==> config.mk <==
export PLATFORM = sky130hd
export DESIGN_NAME = script_chunk_splitter_top
export DESIGN_NICKNAME = d
export VERILOG_FILES = /design/src/hdl/scc_pkg.sv /design/src/hdl/script_chunk_splitter_top.sv
export SDC_FILE = /design/constraint.sdc
export NUM_CORES = 1
export LEC_CHECK = 0
export BUFFER_PORTS_ARGS = -buffer_cell sky130_fd_sc_hd__buf_2
export CAP_MARGIN = 25
export CORE_AREA = 2 2 172 123
export CTS_BUF_LIST = sky130_fd_sc_hd__clkbuf_16
export CTS_CLUSTER_SIZE = 20
export DETAILED_ROUTE_END_ITERATION = 12
export DIE_AREA = 0 0 174 125
export PLACE_DENSITY_LB_ADDON = 0.25
export RECOVER_POWER = 25
export SLEW_MARGIN = 25
export SYNTH_ARGS = -nofsm -noshare
export SYNTH_HDL_FRONTEND = slang
export SYNTH_SLANG_ARGS = --single-unit
==> constraint.sdc <==
create_clock -name clk_i -period 5.4 [get_ports clk_i]
set_input_delay 0.27 -clock clk_i [delete_from_list [all_inputs] [get_ports clk_i]]
set_output_delay 0.27 -clock clk_i [all_outputs]
set_load 0.005 [all_outputs]
==> src/hdl/scc_pkg.sv <==
// Shared constants and types for the script chunk splitter.
package scc_pkg;

  // Character codes the scanner reacts to
  localparam logic [7:0] ChCr    = 8'h0D;
  localparam logic [7:0] ChLf    = 8'h0A;
  localparam logic [7:0] ChBsl   = 8'h5C;
  localparam logic [7:0] ChLbr   = 8'h7B;
  localparam logic [7:0] ChRbr   = 8'h7D;
  localparam logic [7:0] ChBtk   = 8'h60;
  localparam logic [7:0] ChSq    = 8'h27;
  localparam logic [7:0] ChDq    = 8'h22;
  localparam logic [7:0] ChSlash = 8'h2F;
  localparam logic [7:0] ChStar  = 8'h2A;
  localparam logic [7:0] ChSpace = 8'h20;
  localparam logic [7:0] ChTab   = 8'h09;

  localparam logic [31:0] LineMax = 32'hFFFF_FFFF;

  // Default nesting limit for slash-star comments
  localparam int unsigned MaxCommentDepthDef = 255;

  // Scanner mode, one-hot
  typedef enum logic [2:0] {
    ModeNormal  = 3'b001,
    ModeQuote   = 3'b010,
    ModeComment = 3'b100
  } scan_mode_e;

  // True for space, tab, newline, vertical tab, form feed, carriage return
  function automatic logic is_space(input logic [7:0] c);
    return (c == ChSpace) || ((c >= ChTab) && (c <= ChCr));
  endfunction

endpackage

==> src/hdl/script_chunk_splitter_top.sv <==
// Script chunk splitter: per-byte scanner with input and result registers.
//
//  channel | signals                                         | dir
//  --------+-------------------------------------------------+-----
//  in      | in_valid_i, in_stall_o, text_byte_i             | in
//  out     | out_valid_o, out_stall_i, out_byte_o, keep_o,   | out
//          | chunk_end_o, chunk_has_text_o, line_number_o    |
//
// One byte per clock sustained while the output is not stalled; a byte passes the
// input register, then the result register. A request lands in the input register, and the scanner state and result
// register update together when the result register is free or drained.
// Reset puts the scanner in normal mode with line count one, both stages empty.
// A stalled result holds; the input register keeps accepting while it can pass
// its byte on, and stalls only when both stages are full.
module script_chunk_splitter_top #(
  parameter int unsigned MAX_COMMENT_DEPTH = scc_pkg::MaxCommentDepthDef
) (
  input  logic        clk_i,
  input  logic        rst_ni,
  input  logic        in_valid_i,
  output logic        in_stall_o,
  input  logic [7:0]  text_byte_i,
  output logic        out_valid_o,
  input  logic        out_stall_i,
  output logic [7:0]  out_byte_o,
  output logic        keep_o,
  output logic        chunk_end_o,
  output logic        chunk_has_text_o,
  output logic [31:0] line_number_o
);
  import scc_pkg::*;

  localparam int unsigned DepthW = $clog2(MAX_COMMENT_DEPTH + 1);
  localparam logic [DepthW-1:0] DepthMax = DepthW'(MAX_COMMENT_DEPTH);
  localparam logic [DepthW-1:0] DepthOne = DepthW'(1);

  // Pipeline control
  logic       in_valid_q;
  logic [7:0] in_byte_q;
  logic       out_valid_q;
  logic       adv;

  // Scanner state
  scan_mode_e       mode_q, mode_d;
  logic [7:0]       normal_prev_q, normal_prev_d;
  logic             in_block_q, in_block_d;
  logic [7:0]       quote_char_q, quote_char_d;
  logic [7:0]       inner_prev_q, inner_prev_d;
  logic [DepthW-1:0] depth_q, depth_d, depth_t;
  logic [31:0]      line_q, line_d;
  logic             seen_q, seen_d;

  // Result values
  logic res_keep, res_end, res_has;

  // Move the input byte on when the result register is empty or draining
  assign adv        = !out_valid_q || !out_stall_i;
  assign in_stall_o = in_valid_q && !adv;

  // Scan one byte
  always_comb begin
    mode_d        = mode_q;
    normal_prev_d = normal_prev_q;
    in_block_d    = in_block_q;
    quote_char_d  = quote_char_q;
    inner_prev_d  = inner_prev_q;
    depth_d       = depth_q;
    depth_t       = depth_q;
    line_d        = line_q;
    seen_d        = seen_q;
    res_keep      = 1'b1;
    res_end       = 1'b0;

    if (in_byte_q == ChCr) begin
      res_keep = 1'b0;
    end else begin
      if (in_byte_q == ChLf && line_q != LineMax) begin
        line_d = line_q + 32'd1;
      end
      if (!is_space(in_byte_q)) begin
        seen_d = 1'b1;
      end

      case (mode_q)
        ModeQuote: begin
          if (in_byte_q == quote_char_q && inner_prev_q != ChBsl) begin
            mode_d = ModeNormal;
          end else begin
            inner_prev_d = in_byte_q;
          end
        end
        ModeComment: begin
          // Close or open one nesting level, saturating both ways
          if (inner_prev_q == ChStar && in_byte_q == ChSlash && depth_q != '0) begin
            depth_t = depth_q - DepthOne;
          end
          if (inner_prev_q == ChSlash && in_byte_q == ChStar && depth_q < DepthMax) begin
            depth_t = depth_q + DepthOne;
          end
          depth_d = depth_t;
          if (depth_t == '0) begin
            mode_d = ModeNormal;
          end else begin
            inner_prev_d = in_byte_q;
          end
        end
        default: begin
          if (normal_prev_q == ChSlash && in_byte_q == ChStar) begin
            mode_d       = ModeComment;
            depth_d      = DepthOne;
            inner_prev_d = '0;
          end else if (in_byte_q == ChSq || in_byte_q == ChDq || in_byte_q == ChBtk) begin
            mode_d       = ModeQuote;
            quote_char_d = in_byte_q;
            inner_prev_d = in_byte_q;
          end else if (!in_block_q && normal_prev_q == ChLf && in_byte_q == ChLf) begin
            res_end = 1'b1;
          end else begin
            if (normal_prev_q == ChLbr) begin
              in_block_d = 1'b1;
            end
            if (normal_prev_q == ChLf && in_byte_q == ChRbr) begin
              in_block_d = 1'b0;
            end
            normal_prev_d = in_byte_q;
          end
        end
      endcase
    end

    res_has = seen_d;

    // Start a fresh chunk after the closing newline
    if (res_end) begin
      normal_prev_d = '0;
      in_block_d    = 1'b0;
      seen_d        = 1'b0;
      mode_d        = ModeNormal;
    end
  end

  // Control registers and scanner state
  always_ff @(posedge clk_i or negedge rst_ni) begin
    if (!rst_ni) begin
      in_valid_q    <= 1'b0;
      out_valid_q   <= 1'b0;
      mode_q        <= ModeNormal;
      normal_prev_q <= '0;
      in_block_q    <= 1'b0;
      quote_char_q  <= '0;
      inner_prev_q  <= '0;
      depth_q       <= '0;
      line_q        <= 32'd1;
      seen_q        <= 1'b0;
    end else begin
      if (adv) begin
        out_valid_q <= in_valid_q;
      end
      if (!in_stall_o) begin
        in_valid_q <= in_valid_i;
      end
      if (adv && in_valid_q) begin
        mode_q        <= mode_d;
        normal_prev_q <= normal_prev_d;
        in_block_q    <= in_block_d;
        quote_char_q  <= quote_char_d;
        inner_prev_q  <= inner_prev_d;
        depth_q       <= depth_d;
        line_q        <= line_d;
        seen_q        <= seen_d;
      end
    end
  end

  // Payload registers
  always_ff @(posedge clk_i) begin
    if (!in_stall_o && in_valid_i) begin
      in_byte_q <= text_byte_i;
    end
    if (adv && in_valid_q) begin
      out_byte_o       <= in_byte_q;
      keep_o           <= res_keep;
      chunk_end_o      <= res_end;
      chunk_has_text_o <= res_has;
      line_number_o    <= line_d;
    end
  end

  assign out_valid_o = out_valid_q;

endmodule
==> results of run 1 <==
-- sequential cells by signal, indices dropped and copies added, names as in the netlist --
name and flops:
out_valid_o 1, depth_q 8, in_byte_q 8, chunk_end_o 1, mode_q 3, normal_prev_q 8
seen_q 1, inner_prev_q 8, line_q 32, out_byte_o 8, in_block_q 1, quote_char_q 8
chunk_has_text_o 1, line_number_o 32, in_valid_q 1, keep_o 1
-- power breakdown --
part	leakage, nW	switching [mW]	internal [mW]
clock	0.322	0.445	0.831
sequential	1.42	0.0592	1.04
combinational	1.25	0.0834	0.0796
total	3.00	0.587	1.96
-- worst paths after layout --
| kind | start | endpoint | slack [ns] | depth (start not counted) |
|---|---|---|---|---|
| max | in_byte_q[4] | inner_prev_q[6] | 1.81 | 8 |
| min | rst_ni | quote_char_q[5] | -0.05 | 2 |
| max reg2reg | in_byte_q[4] | inner_prev_q[6] | 1.81 | 8 |
| min reg2reg | quote_char_q[5] | quote_char_q[5] | 0.49 | 1 |
| max in group asynchronous | rst_ni | depth_q[6] | 4.93 | 2 |
| min in group clk_i | text_byte_i[3] | in_byte_q[3] | 0.03 | 1 |
-- final cells by class --
type,count,share of cell area (%)
timing repair buffer,59,4.26
clock inverter,15,3.30
tap,276,4.80
clock buffer,17,5.91
sequential,122,46.0
inverter,13,0.678
multi-input combinational,371,35.0
-- metal layers --
layer	GRT usage [%]	routed length (um)	vias up
met4	3.31	58	0
li1	-	-	1996
met1	18.1	6600	1978
met5	0	0	-
met2	17.0	5390	101
met3	3.59	622	4
-- kinds of logic (layout without fill, tap and decap cells) --
kind of cell	Yosys count	after routing	share of synthesized area [%]
AOI/OAI and AO/OA	45	45	5.35
xor gates and xnor gates	75	75	11.0
adders and majority gates	4	4	0.839
buffers and inverters	32	104	2.20
DFF	122	122	55.5
muxes	19	19	4.07
and+or+nand+nor	228	228	21.0
-- placed cells by master, fill, tap and decap left out, types with 10 or more instances in the layout --
master / netlist / final
inv_1: 13 / 12
a21oi_1: 11 / 11
nor2_1: 48 / 48
nor4_1: 10 / 10
clkbuf_16: 0 / 17
buf_2: 3 / 56
nor3_1: 15 / 15
nand2_1: 42 / 42
nand4_1: 11 / 11
xnor2_1: 39 / 39
edfxtp_1: 51 / 51
xor2_1: 36 / 36
dfrtp_1: 69 / 69
nand3_1: 29 / 29
mux2_2: 10 / 10
-- synthesized netlist by cell type (4+ instances only) --
master | instances | area share (%)
dfrtp_1 | 69 | 29
edfxtp_1 | 51 | 26
nor2_1 | 48 | 3.0
nand2_1 | 42 | 2.6
xnor2_1 | 39 | 5.7
xor2_1 | 36 | 5.3
nand3_1 | 29 | 2.4
clkbuf_1 | 15 | 0.94
nor3_1 | 15 | 1.3
inv_1 | 13 | 0.82
a21oi_1 | 11 | 0.92
nand4_1 | 11 | 1.2
mux2_2 | 10 | 1.9
nor4_1 | 10 | 1.0
and2_1 | 9 | 0.94
nand2b_1 | 9 | 0.94
nor2b_1 | 9 | 0.94
or3_1 | 9 | 0.94
mux2_4 | 8 | 2.0
and4_1 | 6 | 0.88
o21ai_0 | 6 | 0.50
and3_1 | 5 | 0.52
ha_1 | 4 | 0.84
nor3_2 | 4 | 0.67
o31ai_1 | 4 | 0.50
or2_2 | 4 | 0.42
==> flow_summary_export.csv, run 1 <==
group,metric,value,unit
sta,finalSetupViolCount,0,
cts,clkSinkCount,122,
sta,hold_viol,15,
cts,cts.clk_slew.worst_paths,0.06,ns
global_routing,grt_pass1_wl,21.0,mm
detailed_routing,wl_per_cell,14.5,um
power,p_per_area,353,mW/mm^2
floorplan,num_rows,44,
setup_path,cp_data_arrival_time,3.88,ns
sta,fin_setup_tns,0,ns
run_status,status,"finished, violations left",
synth,synthCells,525,
global_routing,antenna_found_initial,0,
placed_design,io_buffers,56,
sta,min_period,3.59,ns
synth,postSynthAreaPerCell,11.4,um^2
setup_path,slowest_stage,"o31ai_4",
setup_path,crit_chain,"nor4b_2 -> nand3_1 -> nor3_2 -> or4b_1 -> a21o_1 -> a21bo_1 -> o31ai_4 -> mux2_4",
floorplan,dieHeight,125,um
power,ir_drop,0.213,mV
synth,yosys_warnings,0,
setup_path,criticalPathCategory,"reg2reg",
detailed_routing,vias_per_cell,4.67,
finish,stdcell_area,0.00719,mm^2
cts,numCtsBuffers,17,
finish,finalNonFillerCells,873,
global_routing,grt_pass1_vias,3958,
sta,fin_ws,1.81,ns
setup_path,critPathLaunchType,"flip-flop",
finish,fillCellCount,2031,
setup_path,crit_fanout,12,
power,leakagePower,3.00,nW
sta,period_share,66.4,%
detailed_routing,firstDrtPassIters,5,
finish,multi_input_area,0.00252,mm^2
placed_design,dpl_cell_area,0.00653,mm^2
finish,insertedDiodeCount,0,
sta,worst_pin_slew,0.872,ns
floorplan,start_util,29.4,%
sta,drv_slew,0,
floorplan,core-area,0.0203,mm^2
finish,drive_above_1_share,21.6,%
placed_design,hpwl,8.67,mm
floorplan,chipWidth,174,um
global_routing,grt_max_degree,72,
cts,htreeDepth,4,
finish,final_util,35.5,%
cts,post_cts_buffers,0,
finish,nNetsFinal,600,
placed_design,post-place-ws,1.86,ns
detailed_routing,dr_total_vias,4079,
floorplan,dieArea,0.0218,mm^2
synth,synth_flop_cell,"dfrtp_1",
synth,async_flop_share,58.2,%
run_status,violations,"hold timing",
setup_path,crit_family,"simple AND/OR/NAND/NOR gates",
synth,synth_seq_cells,122,
finish,register_area,0.00331,mm^2
detailed_routing,drc,0,
placed_design,place_congestion,0.878,
sta,fin_skew,0.0129,ns
job,maxCapViolations,0,
finish,area_delta_synth_final,20.7,%
detailed_routing,drtAntennaViolNets,0,
cts,post_cts_resized,0,
sta,whs,-0.0523,ns
cts,insertion_delay,0.41,ns
synth,synth_cell_types,58,
setup_path,crit_path_max_incr_delay,0.55,ns
cts,hold_buffers,0,
global_routing,grtUsageTotal,12.1,%
sta,fmax,279,MHz
worst_hold_path,hp-class,"in2async",
synth,synth_edf_count,51,
cts,cts_buffer_depth,2,
sta,slew_headroom,41.6,%
setup_path,worst_ep_required_time,5.69,ns
synth,synth_area,0.00596,mm^2
setup_path,path_buf_inv,0,
synth,syn-num-nets,541,
detailed_routing,totalWireLength,12.7,mm
setup_path,end_kind,"flip-flop",
power,power,2.54,mW
placed_design,place_inst,841,
sta,rsz0062_at_grt,"false",
floorplan,num_io_pins,57,
synth,ys_seq_area_share,55.5,%
detailed_routing,dr.first_iter.drc_count,303,
cts,cts_tree,"done",
cts,root_buffer,"clkbuf_16",
global_routing,grt-ovfl-total,0,
No activity file was read; power rests on OpenSTA's default activity.
==> run 2: changes to the inputs <==
==> constraint.sdc (replaced) <==
create_clock -name clk_i -period 3.4 [get_ports clk_i]
set_input_delay 0.17 -clock clk_i [delete_from_list [all_inputs] [get_ports clk_i]]
set_output_delay 0.17 -clock clk_i [all_outputs]
set_load 0.005 [all_outputs]
==> run 2 against run 1 <==
Against the previous run:
- the flow finishes with violations (capacitance limit, slew limit)
- clock skew is 0.00076 ns higher
- design area is 1.8% higher
- fmax is 12% higher
- clock power is 41% higher
- utilization is 0.62 points higher
- wire length is 4.1% higher
- via count is 2.0% higher
- sequential power is 58% higher
- sequential cell count stayed put
- critical endpoint is now inner_prev_q[7]
==> flow_summary_export.csv, run 2 (synthesis results as in run 1) <==
group,metric,value,unit
sta,min_period,3.20,ns
sta,fin_setup_tns,0,ns
worst_hold_path,hold_start,"text_byte_i[3]",
cts,htreeDepth,4,
finish,insertedDiodeCount,0,
sta,fin_ws,0.203,ns
cts,clkSinkCount,122,
placed_design,dpl_cell_area,0.00663,mm^2
power,power,3.85,mW
floorplan,start_util,29.4,%
sta,period_share,94.0,%
detailed_routing,vias_per_cell,4.64,
detailed_routing,drtAntennaViolNets,0,
setup_path,critPathLaunchType,"flip-flop",
sta,finalSetupViolCount,0,
global_routing,grt_pass1_wl,21.4,mm
setup_path,reg2reg_from,"in_byte_q[4]",
cts,post_cts_buffers,0,
detailed_routing,drc,0,
finish,register_area,0.00331,mm^2
finish,area_delta_synth_final,22.8,%
power,ir_drop,0.229,mV
cts,cts_tree,"done",
run_status,violations,"capacitance limit, slew limit",
setup_path,r2r_cells,10,
finish,largestRegisters,"line_number_o (32), line_q (32)",
detailed_routing,firstDrtPassIters,4,
sta,slew_headroom,-25.3,%
global_routing,grt-ovfl-total,0,
setup_path,cp-startpoint,"in_byte_q[4]",
run_status,status,"finished, violations left",
power,leakagePower,3.05,nW
floorplan,dieHeight,125,um
global_routing,grtUsageTotal,12.5,%
finish,multi_input_area,0.00252,mm^2
sta,fin_skew,0.0136,ns
job,maxCapViolations,1,
placed_design,io_buffers,56,
cts,cts.clk_slew.worst_paths,0.06,ns
sta,drv_slew,72,
sta,worst_pin_slew,1.88,ns
cts,root_buffer,"clkbuf_16",
placed_design,hpwl,9.13,mm
detailed_routing,totalWireLength,13.2,mm
setup_path,crit_fanout,8,
sta,rsz0062_at_grt,"false",
setup_path,worst_ep_required_time,3.70,ns
floorplan,num_io_pins,57,
placed_design,place_congestion,0.891,
power,p_per_area,526,mW/mm^2
cts,numCtsBuffers,17,
finish,fillCellCount,2032,
detailed_routing,wl_per_cell,14.7,um
worst_hold_path,hold_depth,2,
finish,final_cell_mix,"dfrtp_1 (69), buf_2 (55), edfxtp_1 (51)",
floorplan,chipWidth,174,um
setup_path,rr_endpoint,"inner_prev_q[7]",
global_routing,grt_pass1_vias,4101,
global_routing,antenna_found_initial,0,
cts,insertion_delay,0.42,ns
detailed_routing,dr.first_iter.drc_count,214,
worst_hold_path,hold_path_end,"in_byte_q[3]",
finish,layout_commonest_cell,"dfrtp_1",
worst_hold_path,hp-class,"in2reg",
setup_path,criticalPathCategory,"reg2reg",
sta,fmax,313,MHz
floorplan,num_rows,44,
setup_path,end_kind,"flip-flop",
finish,drive_above_1_share,22.1,%
finish,nNetsFinal,623,
floorplan,dieArea,0.0218,mm^2
cts,post_cts_resized,0,
detailed_routing,dr_total_vias,4161,
setup_path,rrSetupSlack,0.20,ns
sta,hold_viol,0,
placed_design,post-place-ws,0.266,ns
cts,cts_buffer_depth,2,
setup_path,cp_data_arrival_time,3.50,ns
finish,stdcell_area,0.00732,mm^2
finish,final_util,36.1,%
floorplan,core-area,0.0203,mm^2
global_routing,grt_max_degree,72,
run 2: worst max-delay path, cell delays in order (launching register included):
cell and delay [ns]:
edfxtp_1 0.53, nor4b_2 0.38, nand3_1 0.19, buf_4 0.20
nor3_2 0.37, nand3_1 0.13, a32oi_1 0.28, nand4_1 0.21
o31ai_4 0.30, buf_12 0.17, mux2_4 0.30
run 2: cell type report:
class	instances	area share (%)
clock buffer	17	5.81
clock inverter	15	2.27
inverter	13	0.667
multi-input combinational	371	34.4
sequential	122	45.2
tap	276	4.72
timing repair buffer	82	6.89
run 2: worst max-delay path by stage:
| stage | to | slack (ns) | cells after the start |
|---|---|---|---|
| floorplan | inner_prev_q[7] | 0.32 | 11 |
| global placement | inner_prev_q[3] | 0.34 | 10 |
| detailed placement | inner_prev_q[7] | 0.27 | 10 |
| CTS | inner_prev_q[7] | 0.24 | 10 |
| global route | line_number_o[30] | 0.005 | 7 |
| finish | inner_prev_q[7] | 0.20 | 10 |
run 2: metal layers:
metal	share of wire [%]	routed length, um	vias up	GRT usage [%]
met5	0	0	-	0
li1	-	-	2038	-
met3	5.3	696	12	4.01
met4	1.1	149	0	4.15
met1	50	6640	2012	17.6
met2	43	5710	99	18.2
run 2: metrics by stage:
stage	std cells	hold WS, ns
detailed placement	853	0.349
global placement	853	0.348
CTS	895	0.0318
finish	896	0.451
global route	896	0.450
floorplan	525	-0.126
run 2: power by group:
part | total [mW] | internal, mW | switching, mW
clock | 1.81 | 1.09 | 0.723
combinational | 0.292 | 0.144 | 0.147
sequential | 1.74 | 1.66 | 0.0836
total | 3.85 | 2.90 | 0.954
run 2: what timing repair did:
item,CTS,global route
hold endpoints to repair,10,69
setup endpoints to repair,0,0
hold buffers,10,1
==> run 3: changes to the inputs <==
==> constraint.sdc (replaced) <==
create_clock -name clk_i -period 3.5 [get_ports clk_i]
set_input_delay 0.175 -clock clk_i [delete_from_list [all_inputs] [get_ports clk_i]]
set_output_delay 0.175 -clock clk_i [all_outputs]
set_load 0.005 [all_outputs]
==> run 3 against run 2 <==
Against the previous run:
- the run still ends with capacitance limit, slew limit left
- combinational power down 7.2%
- sequential power down 2%
- first-iteration DRC count grew 36%
- critical endpoint is now inner_prev_q[4]
==> flow_summary_export.csv, run 3 (synthesis results as in run 1) <==
group,metric,value,unit
placed_design,hpwl,9.07,mm
setup_path,cp_data_arrival_time,3.54,ns
finish,finalNonFillerCells,893,
detailed_routing,wl_per_cell,14.7,um
floorplan,core-area,0.0203,mm^2
setup_path,r2r_cells,11,
detailed_routing,dr.first_iter.drc_count,291,
power,combPwrFrac,7.1,%
power,p_per_area,522,mW/mm^2
power,power,3.82,mW
floorplan,dieArea,0.0218,mm^2
sta,whs,0.473,ns
cts,cts_buffer_depth,2,
setup_path,end_kind,"flip-flop",
worst_hold_path,hp-class,"in2reg",
cts,numCtsBuffers,17,
sta,fin_setup_tns,0,ns
cts,insertion_delay,0.41,ns
setup_path,criticalPathCategory,"reg2reg",
power,pwr-share-clk,48.4,%
sta,rsz0062_at_grt,"false",
sta,slew_headroom,-62.1,%
cts,root_buffer,"clkbuf_16",
placed_design,place_congestion,0.875,
placed_design,io_buffers,56,
sta,fmax,307,MHz
detailed_routing,drc,0,
finish,fillCellCount,2012,
power,p_int,2.94,mW
floorplan,num_rows,44,
placed_design,place_inst,850,
global_routing,grt_pass1_vias,4053,
setup_path,crit_path_max_incr_delay,0.48,ns
power,swShare,23.0,%
setup_path,crit_fanout,9,
cts,cts_tree,"done",
detailed_routing,totalWireLength,13.2,mm
worst_hold_path,hold_depth,2,
setup_path,rr_endpoint,"inner_prev_q[4]",
sta,drv_slew,44,
finish,drive_above_1_share,20.9,%
setup_path,rrSetupSlack,0.25,ns
run_status,violations,"capacitance limit, slew limit",
sta,hold_viol,0,
global_routing,grt-ovfl-total,0,
global_routing,grt_pass1_wl,21.8,mm
finish,largestRegisters,"line_number_o (32), line_q (32)",
global_routing,grtUsageTotal,12.6,%
sta,finalSetupViolCount,0,
floorplan,dieHeight,125,um
sta,worst_pin_slew,2.43,ns
sta,period_share,93.0,%
setup_path,crit_chain,"inv_1 -> ha_1 -> or3b_2 -> nor2_1 -> nor3_2 -> a32oi_1 -> xor2_1 -> nand4_1 -> o31ai_4 -> buf_4 -> mux2_4",
cts,clkSinkCount,122,
floorplan,chipWidth,174,um
power,leakagePower,3.05,nW
cts,cts.clk_slew.worst_paths,0.06,ns
detailed_routing,drtAntennaViolNets,0,
power,ir_drop,0.204,mV
global_routing,antenna_found_initial,0,
detailed_routing,vias_per_cell,4.71,
run_status,status,"finished, violations left",
setup_path,slowest_stage,"dfrtp_1",
setup_path,reg2reg_from,"depth_q[0]",
cts,htreeDepth,4,
detailed_routing,firstDrtPassIters,4,
setup_path,worst_ep_required_time,3.79,ns
setup_path,critPathLaunchType,"flip-flop",
finish,insertedDiodeCount,0,
finish,layout_commonest_cell,"dfrtp_1",
power,p_sw,0.879,mW
sta,min_period,3.25,ns
sta,fin_skew,0.00737,ns
global_routing,grt_max_degree,55,
floorplan,num_io_pins,57,
finish,final_cell_mix,"dfrtp_1 (69), buf_2 (53), edfxtp_1 (51)",
finish,nNetsFinal,620,
power,power_frac_seq,44.5,%
finish,area_delta_synth_final,22.6,%
setup_path,cp-startpoint,"depth_q[0]",
setup_path,cp-endpoint,"inner_prev_q[4]",
job,maxCapViolations,1,
floorplan,start_util,29.4,%
detailed_routing,dr_total_vias,4206,
[run 3: through the flow]
step | setup slack, ns | util, % | cell area [um^2]
floorplan | 0.418 | - | 5960
global placement | 0.343 | 32.6 | 6600
detailed placement | 0.319 | 32.6 | 6600
CTS | 0.281 | 36.2 | 7330
global route | 0.0524 | 36.1 | 7310
finish | 0.246 | 36.1 | 7310
[run 3: repair_timing]
| item | in CTS | in global routing |
|---|---|---|
| hold buffers | 11 | 0 |
| setup buffers | 0 | 0 |
| endpoints found under the hold margin | 50 | 0 |
| gates resized for setup | 0 | 0 |
[run 3: metal layers]
| layer | up-vias | wire length, um | global-route usage, % | part of all wire (%) |
|---|---|---|---|---|
| li1 | 2039 | - | - | - |
| met2 | 109 | 5710 | 18.3 | 43 |
| met5 | - | 0 | 0 | 0 |
| met3 | 9 | 643 | 3.71 | 4.9 |
| met4 | 0 | 72 | 2.97 | 0.55 |
| met1 | 2049 | 6740 | 18.5 | 51 |
[run 3: worst max-delay path, delay by kind of cell (launching register included)]
kind	cells	cell delay (ns)
XOR/XNOR	1	0.21
buffers and inverters	2	0.42
adder cells (fa/ha/maj)	1	0.18
AND/OR/NAND/NOR	4	1.02
multiplexers	1	0.32
flip-flops	1	0.48
AO/OA/AOI/OAI	2	0.51
[run 3: power groups by stage]
stage	combinational (mW)	sequential (mW)	clock, mW
floorplan	0.172	1.70	0
global placement	0.263	1.72	0
detailed placement	0.270	1.72	0
CTS	0.280	1.70	1.89
global route	0.301	1.71	1.96
finish	0.271	1.70	1.85
[run 3: worst min path at each step]
| stage | slack [ns] | start | endpoint |
|---|---|---|---|
| 6_report | 0.47 | text_byte_i[1] | in_byte_q[1] |
| 5_1_grt | 0.46 | text_byte_i[4] | in_byte_q[4] |
| 4_1_cts | 0.45 | text_byte_i[4] | in_byte_q[4] |
| 3_5_place_dp | 0.35 | text_byte_i[4] | in_byte_q[4] |
| 3_3_place_gp | 0.35 | text_byte_i[5] | in_byte_q[5] |
| 2_1_floorplan | -0.12 | rst_ni | depth_q[0] |
[run 3: area by class of cell]
cell class	instances	area, um^2	area share (%)
inverter	13	48.8	0.668
sequential	122	3310	45.3
multi-input combinational	371	2520	34.5
timing repair buffer	79	462	6.32
clock inverter	15	198	2.70
tap	276	345	4.72
clock buffer	17	425	5.82
